`src/hw/rtl/lkv_pkg.sv`:
```
// Shared constants and types for the LRU key-value cache.
// Used by lkv_cell, lru_key_value_cache_top and the testbench; depends on nothing else.
package lkv_pkg;

	localparam int ENTRIES    = 16;
	localparam int KEY_BITS   = 16;
	localparam int VALUE_BITS = 16;
	localparam int CAP_BITS   = 5;
	localparam int CAP_RESET  = 16;

	// Index of one cell, and a count that can hold ENTRIES itself.
	localparam int IDX_W = (ENTRIES > 1) ? $clog2(ENTRIES) : 1;
	localparam int CNT_W = $clog2(ENTRIES + 1);

	// Operation codes carried in the input tuser.
	localparam logic ACT_GET = 1'b0;
	localparam logic ACT_PUT = 1'b1;

	// Contents of one cell of the recency chain.
	typedef struct packed {
		logic                  valid;
		logic [KEY_BITS-1:0]   key;
		logic [VALUE_BITS-1:0] value;
	} entry_t;

endpackage

```
`src/hw/rtl/lru_key_value_cache_top.sv`:
```
// Top level of the fully associative LRU key-value cache.
// Depends on lkv_pkg and lkv_cell.
//
// Usage:
// The request channel (s_*) carries one get or put per item: s_tuser[0] is the
// action (0 get, 1 put), s_tdata holds key in [15:0] and value in [31:16].
// The result channel (m_*) returns exactly one item per request: m_tuser[0] is
// found, m_tuser[1] is evicted, m_tdata holds read_value in [15:0] and
// evicted_key in [31:16].
// The entries sit in a row of cells ordered by recency, cell 0 most recent.
// A hit or insert moves its entry to cell 0 while the cells in front of it
// shift down by one place, so the least recent entry is always the last
// valid cell. The key compare runs in every cell in parallel.
// The result is registered, and one request is taken every cycle while the
// receiver keeps up, set by the single compare-and-shift step through the row.
// A request is accepted while the result register is empty or its item is
// being taken in the same cycle; a stalled receiver holds the result and
// stops the request side after one item. Reset clears all valid bits, the use
// count and sets capacity to 16. cfg_we writes capacity (cfg_wdata); the user
// asserts it only while the block is idle, which the block does not enforce.
module lru_key_value_cache_top (
	input  logic        clk,
	input  logic        arst_n,
	input  logic        cfg_we,
	input  logic [4:0]  cfg_wdata,   // capacity
	input  logic        s_tvalid,
	output logic        s_tready,
	input  logic [31:0] s_tdata,     // key [15:0], value [31:16]
	input  logic [0:0]  s_tuser,     // action [0]
	output logic        m_tvalid,
	input  logic        m_tready,
	output logic [31:0] m_tdata,     // read_value [15:0], evicted_key [31:16]
	output logic [1:0]  m_tuser      // found [0], evicted [1]
);

	localparam int N  = lkv_pkg::ENTRIES;
	localparam int KB = lkv_pkg::KEY_BITS;
	localparam int VB = lkv_pkg::VALUE_BITS;
	localparam int IW = lkv_pkg::IDX_W;
	localparam int CW = lkv_pkg::CNT_W;

	logic [lkv_pkg::CAP_BITS-1:0] cap_q;
	logic [CW-1:0]                used_q;

	logic          accept;
	logic          in_action;
	logic [KB-1:0] in_key;
	logic [VB-1:0] in_value;

	lkv_pkg::entry_t entries [N];
	lkv_pkg::entry_t lefts   [N];
	logic [N-1:0]    hit_vec;
	logic [N-1:0]    valid_vec;
	logic [N-1:0]    shift_vec;

	logic          any_hit;
	logic [IW-1:0] hit_idx;
	logic [VB-1:0] hit_value;
	logic [CW-1:0] eff_cap;
	logic          is_put;
	logic          need_evict;
	logic          do_update;
	logic [IW-1:0] victim_idx;
	logic [IW-1:0] boundary;

	logic          m_tvalid_q;
	logic          found_q;
	logic          evicted_q;
	logic [VB-1:0] read_value_q;
	logic [KB-1:0] evicted_key_q;

	assign in_action = s_tuser[0];
	assign in_key    = s_tdata[KB-1:0];
	assign in_value  = s_tdata[KB+VB-1:KB];
	assign s_tready  = !m_tvalid_q || m_tready;
	assign accept    = s_tvalid && s_tready;
	assign is_put    = (in_action == lkv_pkg::ACT_PUT);

	// The row of cells; each takes its left neighbor's entry on a shift.
	for (genvar g = 0; g < N; g++) begin : g_cell
		if (g == 0) begin : g_head
			assign lefts[g].valid = 1'b1;
			assign lefts[g].key   = in_key;
			assign lefts[g].value = is_put ? in_value : hit_value;
		end else begin : g_body
			assign lefts[g] = entries[g-1];
		end

		lkv_cell u_cell (
			.clk        (clk),
			.arst_n     (arst_n),
			.shift      (shift_vec[g]),
			.left       (lefts[g]),
			.lookup_key (in_key),
			.entry      (entries[g]),
			.hit        (hit_vec[g])
		);

		assign valid_vec[g] = entries[g].valid;
	end

	// Encode the hit position and select the hit entry's value.
	always_comb begin
		hit_idx   = '0;
		hit_value = '0;
		for (int i = 0; i < N; i++) begin
			if (hit_vec[i]) begin
				hit_idx   = hit_idx | IW'(i);
				hit_value = hit_value | entries[i].value;
			end
		end
	end

	assign any_hit = |hit_vec;

	// A capacity of zero acts as one; above the entry count it saturates.
	always_comb begin
		if (cap_q == '0) begin
			eff_cap = CW'(1);
		end else if (int'(cap_q) > N) begin
			eff_cap = CW'(N);
		end else begin
			eff_cap = CW'(cap_q);
		end
	end

	// The least recent entry is the last valid cell.
	assign need_evict = is_put && !any_hit && (used_q >= eff_cap);
	assign victim_idx = IW'(used_q - CW'(1));
	assign do_update  = accept && (any_hit || is_put);

	// The shift reaches down to the hit cell, the victim, or the first free cell.
	always_comb begin
		priority if (any_hit) begin
			boundary = hit_idx;
		end else if (need_evict) begin
			boundary = victim_idx;
		end else begin
			boundary = IW'(used_q);
		end
		for (int i = 0; i < N; i++) begin
			shift_vec[i] = do_update && (IW'(i) <= boundary);
		end
	end

	// Capacity register and count of entries in use.
	always_ff @(posedge clk or negedge arst_n) begin
		if (!arst_n) begin
			cap_q  <= lkv_pkg::CAP_BITS'(lkv_pkg::CAP_RESET);
			used_q <= '0;
		end else begin
			if (cfg_we) begin
				cap_q <= cfg_wdata;
			end
			if (accept && is_put && !any_hit && !need_evict) begin
				used_q <= used_q + CW'(1);
			end
		end
	end

	// Result valid flag.
	always_ff @(posedge clk or negedge arst_n) begin
		if (!arst_n) begin
			m_tvalid_q <= 1'b0;
		end else if (accept) begin
			m_tvalid_q <= 1'b1;
		end else if (m_tready) begin
			m_tvalid_q <= 1'b0;
		end
	end

	// Result payload, loaded with each accepted item.
	always_ff @(posedge clk) begin
		if (accept) begin
			found_q       <= any_hit;
			read_value_q  <= (any_hit && !is_put) ? hit_value : '0;
			evicted_q     <= need_evict;
			evicted_key_q <= need_evict ? entries[victim_idx].key : '0;
		end
	end

	assign m_tvalid = m_tvalid_q;
	assign m_tdata  = {evicted_key_q, read_value_q};
	assign m_tuser  = {evicted_q, found_q};

	// At most one cell may match a key.
	a_single_hit: assert property (@(posedge clk) disable iff (!arst_n)
		$onehot0(hit_vec))
		else $error("more than one cell matched the key");

	// Valid cells form an unbroken run from the head of the row.
	a_valid_packed: assert property (@(posedge clk) disable iff (!arst_n)
		(valid_vec & (valid_vec + N'(1))) == '0)
		else $error("valid cells are not contiguous");

	// The use count matches the number of valid cells.
	a_used_count: assert property (@(posedge clk) disable iff (!arst_n)
		$countones(valid_vec) == int'(used_q))
		else $error("use count disagrees with valid cells");

	// An eviction never goes with a hit.
	a_evict_no_hit: assert property (@(posedge clk) disable iff (!arst_n)
		m_tvalid_q |-> !(found_q && evicted_q))
		else $error("eviction reported together with a hit");

endmodule

```
`src/hw/rtl/lkv_cell.sv`:
```
// One cell of the recency chain: holds an entry and compares its key.
// Depends on lkv_pkg for the entry type and field widths.
module lkv_cell (
	input  logic                          clk,
	input  logic                          arst_n,
	input  logic                          shift,
	input  lkv_pkg::entry_t               left,
	input  logic [lkv_pkg::KEY_BITS-1:0]  lookup_key,
	output lkv_pkg::entry_t               entry,
	output logic                          hit
);

	logic                           valid_q;
	logic [lkv_pkg::KEY_BITS-1:0]   key_q;
	logic [lkv_pkg::VALUE_BITS-1:0] value_q;

	// The valid bit is control state and clears at reset.
	always_ff @(posedge clk or negedge arst_n) begin
		if (!arst_n) begin
			valid_q <= 1'b0;
		end else if (shift) begin
			valid_q <= left.valid;
		end
	end

	// Key and value take the left neighbor's entry when the chain shifts.
	always_ff @(posedge clk) begin
		if (shift) begin
			key_q   <= left.key;
			value_q <= left.value;
		end
	end

	// A valid entry whose key equals the lookup key is a hit.
	assign hit = valid_q && (key_q == lookup_key);

	assign entry.valid = valid_q;
	assign entry.key   = key_q;
	assign entry.value = value_q;

endmodule

```
`config.mk`:
```
export PLATFORM = sky130hd
export DESIGN_NAME = lru_key_value_cache_top
export DESIGN_NICKNAME = d
export VERILOG_FILES = /design/src/hw/rtl/lkv_pkg.sv /design/src/hw/rtl/lru_key_value_cache_top.sv /design/src/hw/rtl/lkv_cell.sv
export SDC_FILE = /design/constraint.sdc
export NUM_CORES = 1
export LEC_CHECK = 0
export BUFFER_PORTS_ARGS = -buffer_cell sky130_fd_sc_hd__clkbuf_2
export CAP_MARGIN = 10
export CORE_MARGIN = 3
export CORE_UTILIZATION = 45
export DETAILED_ROUTE_END_ITERATION = 10
export PLACE_DENSITY = 0.64
export SYNTH_ARGS = -nofsm -noshare
export SYNTH_HDL_FRONTEND = slang
export SYNTH_SLANG_ARGS = --single-unit
```
`constraint.sdc`:
```
create_clock -name clk -period 10.17 [get_ports clk]
set_input_delay 2.034 -clock clk [delete_from_list [all_inputs] [get_ports clk]]
set_output_delay 2.034 -clock clk [all_outputs]
set_load 0.01 [all_outputs]
```
==> metrics.md <==
| Metric | Value |
|---|---|
| Status | finished, final reports clean |
| Synth cell types | 54 |
| WS Path Type | input pin to flip-flop |
| Post-cts hold buffer count | 0 |
| Reg2Reg Setup Slack | 4.96 ns |
| Final setup viols | 0 |
| N_diodes | 0 |
| R2R Path End | g_cell[15].u_cell.valid_q$_DFFE_PN0P_ |
| Pins over their slew limit | 0 |
| Htree depth | 2 |
| Fin Setup TNS | 0 ns |
| Vias in the first global route | 14.6k |
| Clock share of power | 31.9% |
| Synth Area in Compound Gates | 6.22% |
| Initial DRT Pass Iterations | 5 |
| RR Startpoint | g_cell[8].u_cell.key_q[4]$_DFFE_PP_ |
| Final period util | 66.1% |
| Synth Warn # | 0 |
| Leak pwr | 0.00938 µW |
| Hold path cells | 0 |
| Grt ovf | 0 |
| Syn Std Cell Area | 25100 µm² |
| PortBufs | 78 |
| Total die area | 58700 µm² |
| Setup WS pre-CTS | 2.35 ns |
| Syn Area/Cell | 16.5 µm² |
| Final nets | 1658 |
| Post-detail-place hpwl | 45.7 mm |
| Primary FF master, synth | edfxtp_1 |
| Synth Area in XOR/XNOR | 9.24% |
| Crit path launch | s_tdata[12] |
| Initial DRC count | 1689 |
| Simple-gate portion of the synthesized area | 6.79% |
| Via/cell ratio | 6.01 |
| Max-cap violation count | 0 |
| Area grow syn2layout | 12.7% |
| Hold EP | g_cell[4].u_cell.value_q[0]$_DFFE_PP_ |
| Seq cells post-synth | 573 |
| First-pass GRT wire length | 100 mm |
| Clock-pin slew on the worst setup and hold paths | 0.06 ns |
| CTS buffer count | 59 |
| # DRC | 0 |
| Post-CTS setup buffers | 0 |
| Largest net degree at the start of global routing | 67 |
| Worst setup margin | 3.45 ns |
| Crit start category | input pin |
| GRT Util Overall | 22.9% |
| Final Hold Vio Count | 0 |
| Clock Root Buffer | clkbuf_16 |
| Max Fclk | 0.149 GHz |
| RSZ-0062 raised after global routing | false |
| Mux cell area share after synthesis | 7.28% |
| Worst-Skew Late Latency | 0.62 ns |
| Total number of vias | 14.4k |
| Die Wd | 242 µm |
| Power Density | 245 nW/µm² |
| Sequential share of power | 44.6% |
| TritonCTS sink count | 573 |
| Io pins | 79 |
| Data required, critical path | 10.67 ns |
| Critical path peak fanout | 37 |
| Slew @ Worst Pin | 1.28 ns |
| HP Class | flip-flop to flip-flop |
| CTS resizes | 0 |
| Post-synthesis sequential area ratio | 68.0% |
| VDD IR max | 241 µV |
| Cell count after synthesis | 1523 |
| Switch Pwr | 2100 µW |
| Row count | 85 |
| Net Count, Synth | 1573 |
| Final Critical Period | 6.72 ns |
| Clock skew | 0.0287 ns |
| Ys async rst share | 4.71% |
| EDFF count, synth | 546 |
| Comb pwr share | 23.5% |
| Worst R2R Path Depth | 11 |
| Clock Path Buffers | 3 |
| Crit end category | flip-flop |
| Detail Route Antenna Nets | 0 |
| Largest family of logic cells by synthesized area | XOR/XNOR gates |
| Fill cells | 4462 |
| Routed WL | 67.3 mm |
| Post-Synth Adder-Cell Area | 0.349% |
| WP data arrival | 7.23 ns |
| Layout cell share with drive strength beyond 1 | 18.6% |
| Initial Util | 46.0% |
| Initial antenna violation count | 1 |
| Sw frac | 30.3% |
| Die Ht | 242 µm |
| P_int | 4840 µW |
| Routability cong. | 0.918 |
| Core Area | 54600 µm² |
| Max-slew headroom | 14.4% |
| Hold Startpoint | g_cell[3].u_cell.value_q[0]$_DFFE_PP_ |
| Routed WL per cell | 28.0 µm |
| CTS tree | done |
logic make-up (layout without fill, tap and decap cells):
| group | Yosys count | after routing |
|---|---|---|
| flops | 573 | 573 |
| fa+ha+maj | 7 | 7 |
| simple gates | 284 | 284 |
| xor+xnor | 265 | 265 |
| buf+inv | 93 | 229 |
| mux | 100 | 100 |
| compound gates | 201 | 201 |
routing by layer:
| layer | vias to the layer above | global-route usage (%) | part of all wire, % |
|---|---|---|---|
| met3 | 113 | 4.64 | 9.0 |
| li1 | 6174 | - | - |
| met2 | 747 | 34.5 | 45 |
| met4 | 2 | 8.26 | 3.3 |
| met1 | 7370 | 33.2 | 43 |
| met5 | - | 0 | 0.016 |
final cells by class:
| class | count | area [µm²] | share of cell area [%] |
|---|---|---|---|
| Sequential cell | 573 | 17100 | 60.3 |
| Clock buffer | 79 | 1600 | 5.66 |
| Inverter | 11 | 41.3 | 0.146 |
| Tap cell | 739 | 925 | 3.27 |
| Timing Repair Buffer | 106 | 621 | 2.19 |
| Clock inverter | 33 | 373 | 1.32 |
| Multi-Input combinational cell | 857 | 7680 | 27.1 |
worst max path at each step:
| stage | to | depth (start not counted) |
|---|---|---|
| after floorplan | g_cell[6].u_cell.valid_q$_DFFE_PN0P_ | 13 |
| after global routing | g_cell[14].u_cell.valid_q$_DFFE_PN0P_ | 12 |
| after detailed placement | g_cell[15].u_cell.valid_q$_DFFE_PN0P_ | 12 |
| after CTS | g_cell[14].u_cell.valid_q$_DFFE_PN0P_ | 12 |
| final | g_cell[15].u_cell.valid_q$_DFFE_PN0P_ | 13 |
| after global placement | g_cell[13].u_cell.valid_q$_DFFE_PN0P_ | 12 |
power by group through the flow:
stage	logic, µW	registers [µW]	clock network [µW]
2_1_floorplan	1140	3050	0
3_3_place_gp	1620	3130	0
3_5_place_dp	1630	3140	0
4_1_cts	1640	3090	2250
5_1_grt	1740	3120	2350
6_report	1630	3100	2210
cells in the mapped netlist (4+ instances only):
master / n / area share, %
a211oi_1: 33 / 0.99
a21o_1: 5 / 0.15
a21oi_1: 18 / 0.36
a221oi_1: 32 / 1.1
a22o_1: 32 / 1.1
a22oi_1: 64 / 1.9
buf_1: 6 / 0.090
buf_4: 17 / 0.51
buf_6: 17 / 0.76
clkbuf_1: 42 / 0.63
dfrtp_1: 26 / 2.6
edfxtp_1: 546 / 65
ha_1: 7 / 0.35
inv_1: 10 / 0.15
mux2_1: 9 / 0.40
mux2_2: 9 / 0.40
mux2i_1: 17 / 0.68
mux4_2: 64 / 5.7
nand2_1: 46 / 0.69
nand2b_1: 5 / 0.12
nand3_1: 49 / 0.98
nand4_1: 23 / 0.57
nor2_1: 58 / 0.87
nor2b_1: 16 / 0.40
nor4_1: 39 / 0.97
nor4_2: 9 / 0.45
nor4_4: 9 / 0.76
o21ai_0: 4 / 0.080
or4_1: 15 / 0.45
xnor2_1: 135 / 4.7
xor2_1: 130 / 4.5
flip-flops by register name, indices dropped and copies added, names as in the netlist:
name and count:
used_q 5, evicted_key_q 16, evicted_q 1, g_cell.u_cell.value_q 256
m_tvalid 1, found_q 1, read_value_q 16, g_cell.u_cell.valid_q 16
cap_q 5, g_cell.u_cell.key_q 256
critical path, cell delays in order:
cell and delay (ns):
clkbuf_2 0.37, xor2_1 0.28, nor4_1 0.66, nand2_1 0.24, nor4_4 0.30, buf_4 0.36, nor4_2 0.12, nand4bb_4 0.16
o21ai_2 0.11, inv_2 0.70, nand3_2 0.39, nor2_4 1.06, mux2_1 0.38
placed cells by master (no fill, tap or decap), types with 4 or more instances in the layout:
cell and count:
clkbuf_16 60, nand2b_1 5, mux2_2 9, nand3_1 49
a21oi_1 17, buf_4 25, a211oi_1 33, mux2_1 9
nor4_4 16, a21o_1 5, mux4_2 64, clkinvlp_4 5
a22o_1 32, xnor2_1 135, o21ai_0 4, or4_1 15
clkbuf_2 78, edfxtp_1 546, o21ai_4 4, clkbuf_1 16
dfrtp_1 25, nand2_1 45, clkinv_1 11, nor4_1 39
a22oi_1 64, bufinv_16 7, nor2b_1 16, mux2i_1 17
xor2_1 128, clkinv_4 4, nor2_1 55, inv_1 10
nand4_1 23, ha_1 6, a221oi_1 32
per-stage QoR:
step                      util (%)  std cells  power, µW  instance area (µm²)  hold WS, ns
after floorplan                  -       1523       4190                25100        0.426
after detailed placement      48.2       2283       4770                26300        0.434
after global routing          51.9       2398       7210                28300        0.457
after CTS                     51.8       2395       6980                28300        0.435
after global placement        48.2       2283       4750                26300        0.430
final                         51.9       2398       6940                28300        0.445
(Power assumes the default switching activity.)
